`src/rtl/erjm_ram.sv`:
```
// erjm_ram: generic simple dual-port ram, one write port, registered read
// no dependencies
`default_nettype none

module erjm_ram #(
  parameter int WIDTH = 8,
  parameter int DEPTH = 16
) (
  input  wire logic                     clk,
  input  wire logic                     we,
  input  wire logic [$clog2(DEPTH)-1:0] waddr,
  input  wire logic [WIDTH-1:0]         wdata,
  input  wire logic [$clog2(DEPTH)-1:0] raddr,
  output logic      [WIDTH-1:0]         rdata
);

  logic [WIDTH-1:0] mem [DEPTH];

  always_ff @(posedge clk) begin
    if (we) begin
      mem[waddr] <= wdata;
    end
    rdata <= mem[raddr];
  end

endmodule

`default_nettype wire

```
`config.mk`:
```
export PLATFORM = sky130hd
export DESIGN_NAME = erjm_ram
export DESIGN_NICKNAME = d
export VERILOG_FILES = /design/src/rtl/erjm_ram.sv
export SDC_FILE = /design/constraint.sdc
export NUM_CORES = 1
export LEC_CHECK = 0
export BUFFER_PORTS_ARGS = -buffer_cell sky130_fd_sc_hd__buf_2
export CAP_MARGIN = 10
export CORE_UTILIZATION = 35
export CTS_BUF_LIST = sky130_fd_sc_hd__clkbuf_4 sky130_fd_sc_hd__clkbuf_8
export DETAILED_ROUTE_END_ITERATION = 8
export GPL_ROUTABILITY_DRIVEN = 0
export PLACE_DENSITY = 0.61
export SYNTH_ARGS = -nofsm -noshare
export SYNTH_HDL_FRONTEND = slang
export SYNTH_SLANG_ARGS = --single-unit
```
`constraint.sdc`:
```
create_clock -name clk -period 2 [get_ports clk]
set_clock_uncertainty 0.05 [all_clocks]
set_input_delay 0.2 -clock clk [delete_from_list [all_inputs] [get_ports clk]]
set_output_delay 0.2 -clock clk [all_outputs]
set_load 0.005 [all_outputs]
```
==> results by group, run 1 <==
Drt
  – Via/cell ratio: 5.09
  – Via Count: 2420
  – Wire per inst: 20.5 um
  – Residual DRC: 0
  – Post-DRT Antenna Nets: 0
  – Initial DRC Count: 127
  – Iteration count of the initial detailed-routing pass: 5
  – Detailed Route WL: 9.75 mm

Finish
  – Layout area overhead: 16.3%
  – Non-Filler Instances: ~480
  – Commonest non-fill, non-tap cell in the layout: edfxtp_1
  – Fill cell count: 1256
  – Layout cells sized above 1: between 30% and 40%
  – Post-route design area: 5980 um2
  – Most frequent cells in the layout: edfxtp_1 (128), buf_2 (25), buf_4 (19), mux4_2 (18), clkbuf_8 (17)
  – Final #Nets: 302
  – Number of diodes: 0

GRT
  – Initial antenna violation count: 1
  – Total GRT Usage: 14.5%
  – Pin count of the biggest net entering global routing: 33
  – First-pass GRT wire length: 15.1 mm
  – Vias in the first global route: 2590
  – Total grt overflow: 0

Placed design
  – Cell count after placement: 445
  – DP HPWL: 6.40 mm
  – Post-DP Area: 5590 um2
  – Number of port buffers: 25

Timing
  – Final hold vios: 0
  – Fmax: around 740 MHz
  – RSZ-0062 raised after global routing: no
  – Final min period: 1360 ps
  – Final period util: around two thirds
  – Slew @ Worst Pin: 642 ps
  – Final setup viols: 0
  – TNS Setup: 0 ps
  – Slew Limit Fails: 0
  – Max transition margin: 57.1%

Pwr
  – Clk network pwr share: 38.8%
  – Leakage power: ~2.0 nW
  – Int Pwr: between 0.004 and 0.005 W
  – Sw Ratio: 20.9%
  – Comb pwr share: 5.1%
  – Worst VDD drop: 0.535 mV
  – Design Power: around 0.0057 W
  – Power density cells: 955 nW/um2
  – Seq pwr share: 56.1%
  – Switching power: 0.00119 W

CTS
  – CTS tree: yes
  – CTS max path bufs: 2
  – CTS buffer count: 17
  – CTS Hold Bufs: 0
  – Root Buffer: clkbuf_8
  – H-tree depth: 4
  – Setup bufs post-CTS: 0
  – Clk slew on worst S/H paths: roughly 80 ps
  – Clock latency on the worst-skew pair: 420 ps
  – Gates resized, CTS repair: 0
  – Clk sink count: approximately 140

Floorplan
  – IO Count: 26
  – Core region area: 14100 um2
  – Initial Util: between 30 and 40%
  – Num rows: 43
  – Die X: 123 um
  – DIE AREA: around 15000 um2
  – Die Ht: 123 um

Worst hold path
  – Hold Path Class: in -> reg

Status
  – Status: finished clean

Setup path
  – CP max-delay cell: mux4_1
  – Crit path arrival time: 1610 ps
  – CP Launch Type: flip-flop
  – CP peak stage delay: 490 ps
  – Crit-path cells: mux4_1, a22oi_1, nand2_1
  – Crit-path max FO: 1
  – CP required: 2250 ps
  – Crit path kind: reg -> reg
  – Worst setup EP type: flip-flop

Synthesis
  – Post-synth design cell area: slightly above 5000 um2
  – Sequential area share after synthesis: 77.8%
  – Post-Syn Area per Cell: between 20 and 25 um2
  – Yosys warning total: 0
  – Post-synthesis register bit count: 136
  – Cell count after synthesis: 229
  – Syn Nets: about 250
  – Unique masters post-synth: 19

Run
  – Max-cap violations: 0
## flip-flops by register name (all words and copies together), names as in the netlist
name	flops
mem	128
rdata	8
## power groups by stage
| stage | combinational [W] | clock, W | sequential, W |
|---|---|---|---|
| after floorplan | 0.000162 | 0 | 0.00326 |
| after global placement | 0.000292 | 0 | 0.00327 |
| after detailed placement | 0.000299 | 0 | 0.00327 |
| after CTS | 0.000300 | 0.00226 | 0.00320 |
| after global routing | 0.000321 | 0.00237 | 0.00321 |
| final | 0.000291 | 0.00222 | 0.00320 |
## final timing paths
kind	startpoint	end	slack, ps	cells after the start
worst min register to register	mem[7][6]	rdata[6]	640	3
worst max register to register	mem[10][4]	rdata[4]	640	3
worst min-delay path	wdata[0]	mem[15][0]	110	1
worst max-delay path	mem[10][4]	rdata[4]	640	3
## stage by stage
stage | setup slack (ps) | hold slack, ps | util [%]
after floorplan | 257 | 249 | -
after global placement | 286 | 539 | 39.7
after detailed placement | 292 | 530 | 39.7
after CTS | 619 | 91.2 | 42.5
after global routing | 509 | 91.8 | 42.5
final | 644 | 111 | 42.5
## worst max-delay path: cells and delay by family (launching register included)
family / cells / cell delay (ps)
compound gates: 1 / 240
simple gates: 1 / 90
flops: 1 / 370
mux: 1 / 490
## logic make-up after synthesis
kind of cell    after synthesis  synth area share [%]
flops                       136                  77.8
simple gates                 35                  3.18
mux                          32                  15.0
compound gates               16                  2.33
buf+inv                      10                  1.68
## per-layer routing
| layer | wire length, um | GRT usage [%] | part of all wire (%) | vias to the layer above |
|---|---|---|---|---|
| met1 | 4290 | 18.6 | 44 | 1281 |
| met4 | 36 | 4.07 | 0.37 | 2 |
| met3 | 455 | 4.70 | 4.7 | 6 |
| li1 | - | - | - | 1080 |
| met5 | 8 | 0 | 0.082 | - |
| met2 | 4960 | 23.7 | 51 | 51 |
## Yosys cell counts
cell,number,area [um2]
mux4_2,18,405
nor3_1,4,20.0
nand3b_1,2,15.0
nand2_1,9,33.8
mux4_1,14,368
edfxtp_1,128,3840
nand3_1,1,5.00
and2_1,1,6.26
clkdlybuf4s25_2,3,30.0
nand2b_1,2,12.5
or3b_2,1,8.76
buf_4,1,7.51
buf_2,3,15.0
buf_6,3,33.8
nor2_1,13,48.8
a22oi_1,16,120
and2b_1,1,7.51
nor2b_1,1,6.26
dfxtp_1,8,160
## area by class of cell
type | instances | area, um2 | area share, %
clock buffers | 17 | 234 | 3.91
repair buffers | 46 | 308 | 5.14
clock inverters | 13 | 156 | 2.61
flip-flops and latches | 136 | 4000 | 66.9
multi-input cells | 83 | 1060 | 17.7
well taps | 180 | 225 | 3.76
Note: power is estimated with default switching activity, not from simulation.
==> inputs of run 2 (changes only) <==
PLACE_DENSITY = 0.63   (was 0.61)
clock period = 1.21 ns   (was 2 ns; I/O delays follow)
==> run 2 against run 1 <==
  * Clock-buffer cell count is 1 higher
  * Highest routed layer is now met4
  * Critical path depth stayed put
  * Design area is 3.5% higher
  * Worst setup slack worse by 770 ps
  * The run now ends with negative setup slack left
  * Largest power group unchanged
  * Largest cell class unchanged
  * Critical path type unchanged
  * Core utilization is 1.5 points higher
==> results by group, run 2 (synthesized netlist as in run 1, its figures left out) <==
Run
  – Max-cap violations: 0

Drt
  – Detailed Route WL: 9.80 mm
  – Wire per inst: 19.7 um
  – Iteration count of the initial detailed-routing pass: 4
  – Initial DRC Count: between 200 and 300
  – Via Count: 2517
  – Residual DRC: 0
  – Post-DRT Antenna Nets: 0
  – Via/cell ratio: 5.07

Finish
  – Final Util: 43.9%
  – Largest Register: mem
  – Number of diodes: 0
  – Layout cells sized above 1: approximately 45%
  – Final #Nets: between 300 and 400
  – Most frequent cells in the layout: edfxtp_1 (128), buf_4 (35), mux4_2 (30), buf_2 (25), clkbuf_8 (17)
  – Layout area overhead: 20.3%
  – Largest regs: mem x128, rdata x8
  – Max reg flops: 128
  – Fill cell count: ~1.2k
  – Post-route design area: 6190 um2
  – Commonest non-fill, non-tap cell in the layout: edfxtp_1

Status
  – Status: complete, but fails checks
  – Violated checks: negative setup slack

Setup path
  – Crit path kind: reg -> reg
  – Crit path arrival time: 1580 ps
  – Worst r2r path cells: 3
  – CP required: 1460 ps
  – CP Launch Type: flip-flop
  – R2R Setup Slk: -120 ps
  – Crit-path max FO: 1
  – R2r startpoint: mem[9][2]
  – Reg-to-reg endpoint: rdata[2]
  – Worst setup EP type: flip-flop

Timing
  – Final hold vios: 0
  – Final period util: 110%
  – Fmax: 749 MHz
  – Final setup viols: 8
  – Worst Setup Slack, final: -124 ps
  – Hold Worst Slack: 32.8 ps
  – RSZ-0062 raised after global routing: yes
  – Slew @ Worst Pin: 958 ps
  – Max transition margin: 35.9%
  – Slew Limit Fails: 0
  – Final min period: 1330 ps

Pwr
  – Leakage power: between 2 and 2.5 nW
  – Comb pwr share: 6.0%
  – Switching power: 0.00206 W
  – Int Pwr: 0.00739 W
  – Clk network pwr share: 38.1%
  – Worst VDD drop: 0.810 mV
  – Sw Ratio: 21.8%
  – Power density cells: 1530 nW/um2
  – Seq pwr share: 56.0%

CTS
  – CTS tree: yes
  – CTS buffer count: 17
  – Root Buffer: clkbuf_8
  – Clk slew on worst S/H paths: 80 ps
  – Clock latency on the worst-skew pair: roughly 420 ps
  – CTS Hold Bufs: 0
  – CTS max path bufs: 2
  – Clk sink count: 136
  – H-tree depth: 4

Floorplan
  – Core region area: 14100 um2
  – IO Count: 26
  – Num rows: 43
  – DIE AREA: around 15000 um2
  – Die Ht: roughly 120 um
  – Initial Util: 36.5%
  – Die X: between 100 and 150 um

Placed design
  – DP HPWL: 6.62 mm
  – Number of port buffers: 25
  – Post-DP Area: about 5800 um2

GRT
  – Total GRT Usage: 14.2%
  – Pin count of the biggest net entering global routing: 18
  – Vias in the first global route: 2646
  – Total grt overflow: 0
  – Initial antenna violation count: 0
  – First-pass GRT wire length: 15.1 mm

Worst hold path
  – Hold Path Class: in -> reg
  – Hold Startpoint: wdata[0]
  – Hold Path Stages: 1
  – WHS Endpoint: mem[6][0]
run 2: cell count changes in the layout (fill, tap and decap cells not counted), moves of 4 or more:
cell	delta
a22oi_1	-7
mux4_1	-12
a22oi_2	+7
nor3_1	-4
buf_4	+16
mux4_2	+12
clkinv_4	+4
run 2: power by group through the flow:
stage,Sequential (W),Clock [W],Combinational (W)
finish,0.00529,0.00360,0.000564
global route,0.00530,0.00391,0.000613
CTS,0.00529,0.00371,0.000574
detailed placement,0.00540,0,0.000555
global placement,0.00539,0,0.000541
floorplan,0.00539,0,0.000295
run 2: how the worst max path moves through the flow:
stage              start         to  cells past startpoint
2_1_floorplan   waddr[2]  mem[0][0]                      2
5_1_grt        mem[9][2]   rdata[2]                      3
3_5_place_dp    raddr[0]   rdata[1]                      6
6_report       mem[9][2]   rdata[2]                      3
4_1_cts        mem[9][2]   rdata[2]                      3
3_3_place_gp    raddr[0]   rdata[1]                      6
run 2: per-layer routing:
metal | wire (um) | vias up | global-route usage, %
li1 | - | 1110 | -
met1 | 4370 | 1320 | 19.7
met2 | 4830 | 85 | 22.1
met3 | 569 | 2 | 4.15
met4 | 19 | 0 | 3.39
met5 | 0 | - | 0
run 2: what timing repair did:
item	4_1_cts	5_1_grt
pin swaps	4	3
setup buffers	0	0
resized for setup	8	0
endpoints found under the setup margin	8	8
run 2: final cells by class:
class | count | area (um2) | area share (%)
Clock buffer | 18 | 241 | 3.90
Sequential cell | 136 | 4000 | 64.6
Tap cell | 180 | 225 | 3.64
Clock inverter | 14 | 151 | 2.44
Timing Repair Buffer | 65 | 488 | 7.88
Multi-Input combinational cell | 83 | 1080 | 17.5
run 2: stage by stage:
step / cells / setup TNS (ps) / setup slack, ps / power (W)
after global routing: 496 / -1130 / -184 / 0.00982
final: 496 / -791 / -124 / 0.00945
after CTS: 496 / -788 / -130 / 0.00957
after floorplan: 229 / -706 / -64.0 / 0.00569
after global placement: 464 / -13990 / -378 / 0.00593
after detailed placement: 464 / -16820 / -373 / 0.00595
run 2: critical path, cell delays in order, from the launching register on:
cell	delay, ps
edfxtp_1	390
mux4_2	470
a22oi_2	230
nand2_1	80
==> inputs of run 3 (changes only) <==
CELL_PAD_IN_SITES_DETAIL_PLACEMENT = 1   (was unset)
CELL_PAD_IN_SITES_GLOBAL_PLACEMENT = 1   (was unset)
PLACE_DENSITY = 0.68   (was 0.63)
==> run 3 against run 2 <==
  * The flow still finishes with violations (negative setup slack)
  * Worst setup slack worse by 32 ps
  * Critical endpoint is now rdata[7]
  * Die area did not move
  * Power up 6.1%
  * Combinational power barely moved
  * Global-route usage up 2.0 points
==> results by group, run 3 (synthesized netlist as in run 1, its figures left out) <==
Status
  – Status: complete, but fails checks
  – Violated checks: negative setup slack

Finish
  – Layout cells sized above 1: between 40% and 50%
  – Largest regs: mem x128, rdata x8
  – Final #Nets: roughly 310
  – Commonest non-fill, non-tap cell in the layout: edfxtp_1
  – Fill cell count: 1330
  – Largest Register: mem
  – Layout area overhead: 20.6%
  – Max reg flops: 128
  – Most frequent cells in the layout: edfxtp_1 (128), mux4_2 (29), buf_2 (25), buf_4 (18), clkbuf_8 (17)

GRT
  – Initial antenna violation count: 2
  – Vias in the first global route: around 2.7k
  – Total grt overflow: 0
  – Total GRT Usage: 16.2%
  – Pin count of the biggest net entering global routing: 23
  – First-pass GRT wire length: 16.6 mm

Pwr
  – Switching power: 0.00203 W
  – Int Pwr: 0.00800 W
  – Power density cells: 1620 nW/um2
  – Seq pwr share: 52.8%
  – Worst VDD drop: 0.675 mV
  – Design Power: between 0.01 and 0.015 W
  – Leakage power: 2.05 nW
  – Clk network pwr share: between 40% and 50%
  – Sw Ratio: 20.2%
  – Comb pwr share: 5.6%

Floorplan
  – IO Count: 26
  – Num rows: 43
  – Initial Util: 36.5%
  – Die X: about 120 um
  – DIE AREA: around 15000 um2
  – Die Ht: 123 um
  – Core region area: 14100 um2

Drt
  – Initial DRC Count: 191
  – Detailed Route WL: 11.0 mm
  – Wire per inst: 22.6 um
  – Via Count: ~2.5k
  – Post-DRT Antenna Nets: 0
  – Via/cell ratio: 5.10
  – Residual DRC: 0
  – Iteration count of the initial detailed-routing pass: 4

Timing
  – TNS Setup: -933 ps
  – Final min period: 1370 ps
  – Slew Limit Fails: 0
  – Max transition margin: 37.5%
  – RSZ-0062 raised after global routing: yes
  – Final hold vios: 0
  – Slew @ Worst Pin: slightly above 900 ps
  – Fmax: ~730 MHz
  – Final setup viols: 8
  – Worst Setup Slack, final: -156 ps
  – Final period util: 113%

Placed design
  – DP HPWL: 7.08 mm
  – Number of port buffers: 25

CTS
  – Clock latency on the worst-skew pair: 430 ps
  – CTS max path bufs: 2
  – CTS tree: yes
  – Setup bufs post-CTS: 0
  – Root Buffer: clkbuf_8
  – Clk slew on worst S/H paths: 80 ps
  – Clk sink count: approximately 140
  – H-tree depth: 4
  – CTS buffer count: 17

Run
  – Max-cap violations: 0

Worst hold path
  – Hold Path Class: in -> reg

Setup path
  – Crit path kind: reg -> reg
  – Crit-path max FO: 1
  – Crit path arrival time: 1640 ps
  – CP Launch Type: flip-flop
  – CP required: between 1000 and 1500 ps
  – Worst setup EP type: flip-flop
-- run 3: cell types whose count changed in the layout (fill, tap and decap cells not counted), sizes merged --
cell,change
clkinv,-4
clkinvlp,+2
diode,+2
bufinv,+3
dlygate4sd3,+2
buf,-14
clkbuf,+1
inv,-2
-- run 3: path summary, 6_finish.rpt --
path	start	endpoint	slack (ps)	cells past startpoint
max reg2reg	mem[3][7]	rdata[7]	-160	3
max	mem[3][7]	rdata[7]	-160	3
min reg2reg	mem[7][5]	rdata[5]	630	3
min	wdata[2]	mem[14][2]	30	1
-- run 3: power by group through the flow --
stage	logic (W)	registers, W	clock network (W)
detailed placement	0.000559	0.00540	0
global route	0.000612	0.00531	0.00441
global placement	0.000538	0.00540	0
CTS	0.000580	0.00530	0.00425
floorplan	0.000295	0.00539	0
finish	0.000566	0.00530	0.00416
-- run 3: timing repair --
action                     in CTS  in global routing
setup endpoints to repair       8                  8
hold endpoints to repair       10                  0
gates resized for setup         6                  0
pin swaps                       1                  0
cloned                          0                  0
hold buffers                    2                  0
-- run 3: final cells by class --
class / count / area (um2) / share of cell area, %
Timing Repair Buffer: 53 / 440 / 7.09
Antenna cell: 2 / 5.00 / 0.0806
Clock buffer: 19 / 249 / 4.01
Clock inverter: 13 / 203 / 3.26
Multi-Input combinational cell: 83 / 1080 / 17.4
Sequential cell: 136 / 4000 / 64.5
Tap cell: 180 / 225 / 3.63
-- run 3: critical path, stage by stage (launching register included) --
cell	delay (ps)
edfxtp_1	360
mux4_2	490
a22oi_2	260
nand2_1	100
-- run 3: per-layer routing --
layer | vias up | part of all wire [%] | track usage [%]
met2 | 69 | 48 | 25.1
met4 | 0 | 1.4 | 6.48
met5 | - | 0 | 0
li1 | 1084 | - | -
met3 | 9 | 6.9 | 5.44
met1 | 1317 | 44 | 21.0
-- run 3: stage by stage --
stage	hold WS (ps)	cell area (um2)	worst slack, ps	instances	util [%]
finish	25.8	6210	-156	486	44.0
global route	10.2	6200	-198	484	44.0
CTS	0.147	6200	-172	484	44.0
detailed placement	459	5700	-461	450	40.4
global placement	461	5700	-389	450	40.4
floorplan	170	5180	-64.0	229	-
