==> src/rtl/erjm_pkg.sv <==
// erjm_pkg: shared constants and types of the event rate / jitter monitor
// used by erjm_div and event_rate_jitter_monitor; no dependencies
`default_nettype none

package erjm_pkg;

  localparam int CHANNELS   = 8;
  localparam int WINDOW_MAX = 64;

  localparam int CH_W    = $clog2(CHANNELS);
  localparam int WIN_W   = $clog2(WINDOW_MAX);
  localparam int FILL_W  = 7;
  localparam int RING_AW = CH_W + WIN_W;
  localparam int RING_DEPTH = CHANNELS * WINDOW_MAX;

  localparam int TS_W   = 32;
  localparam int PER_W  = 24;
  localparam int MEAN_W = 40;
  localparam int M2_W   = 64;
  localparam int CNT_W  = 32;
  localparam int OUT_W  = 32;
  localparam int CFG_W  = 7;

  localparam int DIV_NW = 64;
  localparam int DIV_DW = 41;
  localparam int MUL_W  = 34;

  localparam int TIMEOUT_PERIODS = 10;

  localparam logic OP_TICK  = 1'b0;
  localparam logic OP_QUERY = 1'b1;

  localparam logic [1:0] STAT_VALID      = 2'd0;
  localparam logic [1:0] STAT_NOT_ENOUGH = 2'd1;
  localparam logic [1:0] STAT_TIMED_OUT  = 2'd2;

  typedef struct packed {
    logic [CNT_W-1:0]  count;
    logic [TS_W-1:0]   last;
    logic [MEAN_W-1:0] mean;
    logic [M2_W-1:0]   m2;
    logic [FILL_W-1:0] fill;
    logic [WIN_W-1:0]  head;
  } ch_state_t;

  localparam int CH_STATE_W = $bits(ch_state_t);

endpackage

`default_nettype wire

==> src/rtl/erjm_div.sv <==
// erjm_div: radix-2 restoring divider, one quotient bit per cycle
// depends on erjm_pkg
`default_nettype none

module erjm_div import erjm_pkg::*; (
  input  wire logic              clk,
  input  wire logic              rst,
  input  wire logic              start,
  input  wire logic [DIV_NW-1:0] num,
  input  wire logic [DIV_DW-1:0] den,
  output logic                   done,
  output logic      [DIV_NW-1:0] quot
);

  localparam int STEP_W = $clog2(DIV_NW);

  logic              busy;
  logic [STEP_W-1:0] step;
  logic [DIV_DW-1:0] rem;
  logic [DIV_DW-1:0] den_r;
  logic [DIV_NW-1:0] qr;

  logic [DIV_DW:0]   shifted;
  logic [DIV_DW+1:0] diff;
  logic              ge;

  assign shifted = {rem, qr[DIV_NW-1]};
  assign diff    = {1'b0, shifted} - {2'b00, den_r};
  assign ge      = !diff[DIV_DW+1];
  assign quot    = qr;

  always_ff @(posedge clk) begin
    if (rst) begin
      busy <= 1'b0;
      done <= 1'b0;
      step <= '0;
    end else begin
      done <= busy && !start && (step == STEP_W'(DIV_NW - 1));
      if (start) begin
        busy <= 1'b1;
        step <= '0;
      end else if (busy) begin
        step <= step + STEP_W'(1);
        if (step == STEP_W'(DIV_NW - 1)) begin
          busy <= 1'b0;
        end
      end
    end
  end

  always_ff @(posedge clk) begin
    if (start) begin
      rem   <= '0;
      den_r <= den;
      qr    <= num;
    end else if (busy) begin
      rem <= ge ? diff[DIV_DW-1:0] : shifted[DIV_DW-1:0];
      qr  <= {qr[DIV_NW-2:0], ge};
    end
  end

endmodule

`default_nettype wire
==> config.mk <==
export PLATFORM = sky130hd
export DESIGN_NAME = erjm_div
export DESIGN_NICKNAME = d
export VERILOG_FILES = /design/src/rtl/erjm_pkg.sv /design/src/rtl/erjm_div.sv
export SDC_FILE = /design/constraint.sdc
export NUM_CORES = 1
export LEC_CHECK = 0
export ABC_AREA = 1
export BUFFER_PORTS_ARGS = -buffer_cell sky130_fd_sc_hd__buf_2
export CAP_MARGIN = 10
export CORE_MARGIN = 2
export CORE_UTILIZATION = 45
export CTS_BUF_LIST = sky130_fd_sc_hd__clkbuf_2
export DETAILED_ROUTE_END_ITERATION = 10
export GPL_ROUTABILITY_DRIVEN = 0
export PLACE_DENSITY_LB_ADDON = 0.05
export SETUP_SLACK_MARGIN = 0.05
export SLEW_MARGIN = 15
export SYNTH_ARGS = -nofsm -noshare
export SYNTH_HDL_FRONTEND = slang
export SYNTH_SLANG_ARGS = --single-unit
==> constraint.sdc <==
create_clock -name clk -period 3.4 [get_ports clk]
set_input_delay 0.51 -clock clk [delete_from_list [all_inputs] [get_ports clk]]
set_output_delay 0.51 -clock clk [all_outputs]
set_load 0.02 [all_outputs]
==> flow_summary_export.csv, run 1 <==
group,metric,value,unit
timing,skew,0.0516,ns
synth,async_flop_share,0,%
clock_tree,cts-root-buf,"clkbuf_2",
timing,finalHoldViolCount,0,
timing,worstMarginPinSlew,0.795,ns
critical_path,critical_path_depth,12,
critical_path,slowest_delay,0.47,ns
timing,rsz0062_at_grt,"no",
critical_path,arrival,3.60,ns
die,dieArea,22700,um^2
detailed_routing,drtPass1Iterations,6,
synth,ys_types,36,
clock_tree,cts_resized,0,
critical_path,criticalPathCategory,"flip-flop to flip-flop",
synth,netlist_area,9700,um^2
flow_run,maxCapViolations,0,
detailed_routing,dr_total_vias,9292,
min_path,hold_class,"input port to flip-flop",
clock_tree,clkTransAtPathRegs,0.24,ns
clock_tree,cts_buffers,17,
global_routing,track_usage,23.9,%
power_and_ir_drop,leakage,6.41,nW
die,chipHeight,151,um
die,core_area,21100,um^2
timing,finalMaxSlewViolations,0,
synth,synth_enable_flop_cells,105,
timing,fmax,343,MHz
timing,fin_crit_sh,85.8,%
critical_path,endpoint_kind,"flip-flop",
die,ios,173,
power_and_ir_drop,pwr_density_cell,334,nW/um^2
placement,place_inst,1832,
power_and_ir_drop,vdd_drop_max,0.269,mV
timing,layout_min_cycle_time,2.92,ns
detailed_routing,drc_errors,0,
final_layout,fin_cells,1970,
die,start_util,46.0,%
timing,relSlewSlack,46.9,%
die,rows,53,
clock_tree,cts.sinks,154,
clock_tree,clk_latency,0.77,ns
synth,ys_seq_area_share,42.6,%
detailed_routing,wirelength,26300,um
final_layout,final_cell_mix,"nand2_1 (630), inv_1 (239), buf_2 (171), nor2_1 (106)",
synth,synthCells,1411,
detailed_routing,drtIter0Drc,510,
clock_tree,cts_buffer_depth,2,
critical_path,cp_max_fo,33,
final_layout,drive_above_1_share,13.3,%
critical_path,cp_top_family,"simple AND/OR/NAND/NOR gates",
critical_path,cp.required,4.08,ns
detailed_routing,vias_per_cell,4.72,
global_routing,grt_max_degree,70,
critical_path,rr_worst_depth,12,
synth,ys.flop_type,"edfxtp_1",
global_routing,grt_antenna_before_repair,2,
timing,setup_violations,0,
die,dieWidth,151,um
synth,ys_warn_count,0,
detailed_routing,wl_per_cell,13.4,um
synth,synth_nets,1562,
synth,synth.avg_cell_area,6.87,um^2
clock_tree,h-tree-depth,4,
final_layout,syn2layout_area_growth,25.0,%
synth,synth-seq-cells,154,
global_routing,grt_pass1_vias,8895,
clock_tree,cts_tree,"yes",
status,status,"finished clean",
critical_path,crit_path_top_delay_cell,"edfxtp_1",
min_path,whs_path_depth,3,
final_layout,layout_commonest_cell,"nand2_1",
critical_path,worstPathCellList,"inv_1 > ha_1 > inv_1 > fa_1 > nand3_1 > nand3_1 > nand3_4 > nand3_4 > buf_12 > nand2_1 > nand2_1 > o21ai_1",
critical_path,startpoint_type,"flip-flop",
placement,dp_hpwl,19300,um
timing,setup_tns,0,ns
detailed_routing,final_antenna_net_count,0,
global_routing,overflow,0,
placement,io_buffers,172,
final_layout,fin_nets,1832,
critical_path,critical_path_buf_inv_count,3,
global_routing,grt_pass1_wl,43100,um
==> per-layer routing <==
| layer | part of all wire (%) | GRT usage, % |
|---|---|---|
| met1 | 47 | 32.4 |
| met3 | 6.1 | 5.42 |
| met2 | 44 | 38.4 |
| met4 | 2.2 | 6.92 |
| met5 | 0.027 | 0 |
==> worst min-delay path: cells and delay by family <==
kind          cells  cell delay (ns)
simple gates      2             0.11
buf+inv           1             0.08
==> stage by stage <==
step                      setup slack, ns  utilization (%)  instance area, um^2  hold WS, ns  total power [mW]
after global routing                0.254             57.5                12100      0.00709              4.26
after CTS                           0.488             57.5                12100     0.000470              4.09
after global placement              0.595             51.4                10800        0.462              2.87
after detailed placement            0.540             51.4                10800        0.463              2.88
final                               0.483             57.5                12100       0.0724              4.05
after floorplan                     0.652                -                 9700        0.440              2.63
==> cell families after synthesis <==
kind of cell | count (synthesis) | share of synthesized area, %
XOR/XNOR | 15 | 1.35
AO/OA/AOI/OAI | 63 | 3.56
flip-flops | 154 | 42.6
buffers and inverters | 279 | 11.3
adder cells (fa/ha/maj) | 43 | 5.62
AND/OR/NAND/NOR | 857 | 35.5
==> synth_stat cells (all sizes together) (4+ instances only) <==
cell type | n | area (um^2)
clkbuf | 20 | 75.1
xnor2 | 14 | 123
edfxtp | 105 | 3150
nor3 | 5 | 25.0
a21oi | 29 | 156
buf | 15 | 106
nand3 | 75 | 400
o21ai | 26 | 130
nand4 | 31 | 194
inv | 243 | 912
nor2 | 110 | 423
nand2 | 631 | 2370
o21bai | 4 | 30.0
ha | 42 | 526
dfxtp | 49 | 981
==> registers in the layout (all words and copies together) (netlist names) <==
name and count:
den_r 41, done 1, busy 1, quot 64, rem 41, step 6
==> final cells by class <==
| class | instances | area, um^2 |
|---|---|---|
| Inverter | 244 | 916 |
| Multi-Input combinational cell | 978 | 4480 |
| Tap cell | 275 | 344 |
| Clock inverter | 14 | 158 |
| Clock buffer | 18 | 90.1 |
| Fill cell | 2095 | 8960 |
| Antenna cell | 1 | 2.50 |
| Sequential cell | 154 | 4130 |
| Timing Repair Buffer | 286 | 2010 |
==> power breakdown <==
group / internal, mW / total [mW] / switching (mW)
Combinational: 0.291 / 0.725 / 0.433
Clock: 0.309 / 1.12 / 0.807
Sequential: 2.15 / 2.21 / 0.0598
Total: 2.75 / 4.05 / 1.30
==> final timing paths <==
| check | end | slack, ns | from |
|---|---|---|---|
| worst max-delay path | rem[12]$_SDFFE_PP0P_ | 0.48 | quot[63]$_DFFE_PP_ |
| worst min-delay path | quot[63]$_DFFE_PP_ | 0.07 | num[63] |
| worst max register to register | rem[12]$_SDFFE_PP0P_ | 0.48 | quot[63]$_DFFE_PP_ |
| worst min register to register | rem[28]$_SDFFE_PP0P_ | 0.49 | rem[28]$_SDFFE_PP0P_ |
==> what timing repair did <==
action	CTS	global route
buffers inserted	0	0
hold buffers	105	0
endpoints found under the hold margin	107	0
Power figures use the tool's default switching activity.
==> run 2, diff against run 1 <==
--- a/config.mk
+++ b/config.mk
@@ -6,14 +6,14 @@
 export NUM_CORES = 1
 export LEC_CHECK = 0
 export ABC_AREA = 1
-export BUFFER_PORTS_ARGS = -buffer_cell sky130_fd_sc_hd__buf_2
+export BUFFER_PORTS_ARGS = -buffer_cell sky130_fd_sc_hd__clkbuf_2
 export CAP_MARGIN = 10
 export CORE_MARGIN = 2
 export CORE_UTILIZATION = 45
 export CTS_BUF_LIST = sky130_fd_sc_hd__clkbuf_2
 export DETAILED_ROUTE_END_ITERATION = 10
 export GPL_ROUTABILITY_DRIVEN = 0
-export PLACE_DENSITY_LB_ADDON = 0.05
+export PLACE_DENSITY = 0.76
 export SETUP_SLACK_MARGIN = 0.05
 export SLEW_MARGIN = 15
 export SYNTH_ARGS = -nofsm -noshare
==> run 2 against run 1 <==
Net effect:
- register-to-register slack gained 0.05 ns
- critical path depth is the same
- wire length grew 2.7%
==> flow_summary_export.csv, run 2 (synthesis results as in run 1) <==
group,metric,value,unit
status,status,"finished clean",
die,dieArea,22700,um^2
timing,setup_violations,0,
detailed_routing,drc_errors,0,
final_layout,final_cell_mix,"nand2_1 (630), inv_1 (239), clkbuf_2 (188), nor2_1 (106), edfxtp_1 (105)",
placement,place_area,10800,um^2
die,rows,53,
die,chipHeight,151,um
critical_path,crit_path_top_delay_cell,"edfxtp_1",
critical_path,slowest_delay,0.47,ns
global_routing,grt_pass1_wl,44500,um
global_routing,track_usage,24.4,%
power_and_ir_drop,vdd_drop_max,0.274,mV
placement,dp_hpwl,19100,um
final_layout,fin_area,12100,um^2
critical_path,arrival,3.51,ns
global_routing,grt_antenna_before_repair,1,
placement,place_inst,1831,
clock_tree,cts-root-buf,"clkbuf_2",
power_and_ir_drop,intPower,2.68,mW
clock_tree,clkTransAtPathRegs,0.27,ns
global_routing,grt_pass1_vias,9572,
power_and_ir_drop,switching_share,32.8,%
final_layout,drive_above_1_share,13.2,%
die,dieWidth,151,um
power_and_ir_drop,p_seq_share,55.7,%
timing,fin_crit_sh,84.4,%
timing,finalMaxSlewViolations,0,
timing,rsz0062_at_grt,"no",
clock_tree,cts_resized,0,
min_path,hold_class,"input port to flip-flop",
timing,skew,0.0526,ns
critical_path,endpoint_kind,"flip-flop",
global_routing,overflow,0,
die,core_area,21100,um^2
placement,io_buffers,172,
die,start_util,46.0,%
detailed_routing,wirelength,27000,um
critical_path,cp.required,4.04,ns
detailed_routing,drtPass1Iterations,5,
detailed_routing,drtIter0Drc,576,
timing,worstMarginPinSlew,1.04,ns
critical_path,worstPathCellList,"inv_1 > ha_1 > inv_1 > fa_1 > nand3_1 > nand3_1 > nand3_4 > nand3_4 > buf_12 > nand2_1 > nand2_1 > o21ai_1",
die,ios,173,
detailed_routing,vias_per_cell,4.93,
final_layout,layout_commonest_cell,"nand2_1",
detailed_routing,dr_total_vias,9697,
final_layout,fin_cells,1968,
timing,setup_tns,0,ns
power_and_ir_drop,leakage,6.43,nW
timing,finalHoldViolCount,0,
critical_path,criticalPathCategory,"flip-flop to flip-flop",
global_routing,grt_max_degree,65,
detailed_routing,final_antenna_net_count,0,
clock_tree,cts_setup_buffers,0,
flow_run,maxCapViolations,0,
clock_tree,clk_latency,0.74,ns
timing,relSlewSlack,30.3,%
final_layout,largest_register_ffs,64,
detailed_routing,wl_per_cell,13.7,um
power_and_ir_drop,p_switching,1.31,mW
final_layout,fin_nets,1830,
clock_tree,hold_buffers,104,
clock_tree,cts_tree,"yes",
power_and_ir_drop,combPwrFrac,18.5,%
final_layout,syn2layout_area_growth,24.7,%
clock_tree,h-tree-depth,4,
clock_tree,cts_buffers,17,
timing,fmax,349,MHz
power_and_ir_drop,pwr_density_cell,329,nW/um^2
critical_path,cp_max_fo,32,
timing,layout_min_cycle_time,2.87,ns
critical_path,startpoint_type,"flip-flop",
clock_tree,cts.sinks,154,
clock_tree,cts_buffer_depth,2,
power_and_ir_drop,power_frac_clock,25.8,%
## run 2: cell count changes in the layout (fill, tap and decap cells not counted), moves of 2 or more
cell | previous run | this run
clkinv_8 | 1 | 3
buf_2 | 171 | 0
clkbuf_2 | 18 | 188
clkinv_4 | 3 | 0
## run 2: layout make-up
cell class	count	area (um^2)
fillers	1922	8990
multi-input cells	978	4470
flip-flops and latches	154	4130
repair buffers	284	1990
inverters	244	916
well taps	275	344
clock inverters	15	155
clock buffers	17	85.1
diodes	1	2.50
## run 2: routing by layer
layer | vias to the layer above | wire [um] | track usage, %
met5 | - | 0 | 0
met4 | 0 | 748 | 8.69
met3 | 59 | 1980 | 5.30
met2 | 393 | 12900 | 42.5
met1 | 4344 | 11400 | 29.8
li1 | 4901 | - | -
## run 2: critical path, delay by kind of cell (launching register included)
kind	cells	cell delay, ns
buffers and inverters	3	0.46
DFF	1	0.47
adders and majority gates	2	0.59
and+or+nand+nor	6	1.13
AOI/OAI and AO/OA	1	0.13
## run 2: final timing paths
path / from / to / slack, ns / cells past startpoint
worst max-delay path: quot[63]$_DFFE_PP_ / rem[12]$_SDFFE_PP0P_ / 0.53 / 12
worst min-delay path: num[28] / quot[28]$_DFFE_PP_ / 0.07 / 3
worst max register to register: quot[63]$_DFFE_PP_ / rem[12]$_SDFFE_PP0P_ / 0.53 / 12
worst min register to register: rem[31]$_SDFFE_PP0P_ / rem[31]$_SDFFE_PP0P_ / 0.49 / 2
## run 2: power groups by stage
stage | registers [mW] | clock network [mW] | logic (mW)
floorplan | 2.34 | 0 | 0.293
global placement | 2.25 | 0 | 0.617
detailed placement | 2.25 | 0 | 0.629
CTS | 2.22 | 1.07 | 0.724
global route | 2.23 | 1.14 | 0.809
finish | 2.22 | 1.03 | 0.737
## run 2: per-stage QoR
stage / hold WS, ns / util [%] / setup WS (ns) / total power [mW]
floorplan: 0.440 / - / 0.652 / 2.63
global placement: 0.460 / 51.3 / 0.674 / 2.87
detailed placement: 0.466 / 51.3 / 0.627 / 2.88
CTS: 0.00261 / 57.4 / 0.544 / 4.01
global route: 0.0230 / 57.4 / 0.290 / 4.18
finish: 0.0698 / 57.4 / 0.531 / 3.98
==> run 3, diff against run 2 <==
==> constraint.sdc (replaced) <==
create_clock -name clk -period 2.99 [get_ports clk]
set_input_delay 0.4485 -clock clk [delete_from_list [all_inputs] [get_ports clk]]
set_output_delay 0.4485 -clock clk [all_outputs]
set_load 0.02 [all_outputs]
==> run 3 against run 2 <==
Net effect:
- first-iteration DRC count up 24%
- power up 20%
- non-clock buffer count up 4
- largest power group unchanged
- core utilization up 0.50 points
==> flow_summary_export.csv, run 3 (synthesis results as in run 1) <==
group,metric,value,unit
critical_path,startpoint_type,"flip-flop",
die,start_util,46.0,%
timing,fmax,394,MHz
clock_tree,cts_buffer_depth,2,
detailed_routing,wl_per_cell,13.8,um
clock_tree,clkTransAtPathRegs,0.29,ns
critical_path,cp-startpoint,"quot[63]$_DFFE_PP_",
die,dieWidth,151,um
die,chipHeight,151,um
min_path,min-delay-start,"start",
detailed_routing,wirelength,27300,um
global_routing,use_met1,31.2,%
detailed_routing,dr_total_vias,9781,
final_layout,fillerInstances,1905,
critical_path,arrival,3.27,ns
clock_tree,cts_buffers,17,
global_routing,grt_max_degree,65,
global_routing,grt_antenna_before_repair,1,
final_layout,layout_commonest_cell,"nand2_1",
timing,worstMarginPinSlew,1.07,ns
timing,skew,0.0398,ns
detailed_routing,drtIter0Drc,714,
status,status,"finished clean",
placement,io_buffers,172,
detailed_routing,vias_per_cell,4.96,
clock_tree,cts_setup_buffers,0,
clock_tree,cts_tree,"yes",
power_and_ir_drop,vdd_drop_max,0.270,mV
timing,layout_min_cycle_time,2.54,ns
final_layout,final_cell_mix,"nand2_1 (630), inv_1 (239), clkbuf_2 (188), nor2_1 (106), dlygate4sd3_1 (106)",
timing,setup_violations,0,
timing,finalHoldViolCount,0,
detailed_routing,drc_errors,0,
clock_tree,cts_resized,0,
timing,timing.hold.ws,0.100,ns
critical_path,cp.required,3.72,ns
die,ios,173,
die,rows,53,
flow_run,maxCapViolations,0,
timing,rsz0062_at_grt,"no",
final_layout,syn2layout_area_growth,25.8,%
detailed_routing,final_antenna_net_count,0,
final_layout,drive_above_1_share,13.3,%
clock_tree,cts-root-buf,"clkbuf_2",
global_routing,gr-max-usage-layer,"met2",
detailed_routing,drtPass1Iterations,8,
critical_path,endpoint_kind,"flip-flop",
die,dieArea,22700,um^2
clock_tree,cts.sinks,154,
critical_path,cp_max_fo,43,
critical_path,rr_worst_depth,12,
critical_path,rr_startpoint,"quot[63]$_DFFE_PP_",
critical_path,criticalPathCategory,"flip-flop to flip-flop",
min_path,whs_path_depth,1,
final_layout,largest_register_ffs,64,
global_routing,grt_pass1_wl,44600,um
power_and_ir_drop,leakage,6.47,nW
global_routing,overflow,0,
timing,relSlewSlack,28.4,%
die,core_area,21100,um^2
timing,finalMaxSlewViolations,0,
final_layout,fin_nets,1834,
timing,setup_tns,0,ns
global_routing,track_usage,24.6,%
min_path,hold_class,"input port to flip-flop",
timing,fin_crit_sh,84.9,%
clock_tree,clk_latency,0.78,ns
global_routing,use_met3,5.63,%
placement,dp_hpwl,19200,um
global_routing,use_met2,41.7,%
global_routing,grt_pass1_vias,9422,
power_and_ir_drop,pwr_density_cell,392,nW/um^2
clock_tree,h-tree-depth,4,
## run 3: cell count changes in the layout (fill, tap and decap cells not counted), sizes merged
cell,delta
clkinv,+2
buf,+2
inv,-3
clkinvlp,-1
bufinv,+2
dlygate4sd3,+2
## run 3: final cells by class
type / count / area (um^2) / area share (%)
Antenna cell: 1 / 2.50 / 0.0205
Inverter: 244 / 916 / 7.50
Clock buffer: 17 / 85.1 / 0.697
Clock inverter: 15 / 226 / 1.86
Timing Repair Buffer: 288 / 2020 / 16.6
Sequential cell: 154 / 4130 / 33.9
Multi-Input combinational cell: 978 / 4470 / 36.7
Tap cell: 275 / 344 / 2.82
## run 3: final timing paths
path	slack, ns	end
setup / recovery	0.45	rem[4]$_SDFFE_PP0P_
setup reg to reg	0.45	rem[4]$_SDFFE_PP0P_
hold reg to reg	0.49	rem[24]$_SDFFE_PP0P_
hold / removal	0.1	den_r[11]$_DFFE_PP_
## run 3: critical path: stages, from the launching register on
cell and delay [ns]:
edfxtp_1 0.47, inv_1 0.08, ha_1 0.14, inv_1 0.07, fa_1 0.43, nand3_1 0.11
nand3_1 0.25, nand3_4 0.16, nand3_4 0.23, buf_12 0.26, nand2_1 0.08, nand2_1 0.06
o21ai_1 0.14
## run 3: through the flow
stage	cell area (um^2)	cells	power, mW	utilization, %	setup WS (ns)
after floorplan	9700	1411	2.99	-	0.303
after global placement	10800	1833	3.27	51.4	0.598
after detailed placement	10800	1833	3.28	51.4	0.495
after CTS	12200	1971	4.79	57.9	0.434
after global routing	12200	1972	4.99	57.9	0.249
final	12200	1972	4.78	57.9	0.451
## run 3: timing repair
| action | CTS | global route |
|---|---|---|
| setup endpoints to repair | 0 | 0 |
| endpoints found under the hold margin | 113 | 0 |
| hold buffers | 106 | 0 |
## run 3: where the power goes
group	internal, mW	switching (mW)	leakage (nW)
registers	2.45	0.0779	1.45
logic	0.330	0.513	4.84
clock network	0.456	0.959	0.176
## run 3: routing by layer
layer | up-vias | routed length, um
li1 | 4891 | -
met1 | 4428 | 11600
met2 | 410 | 12900
met3 | 52 | 2120
met4 | 0 | 637
met5 | - | 0
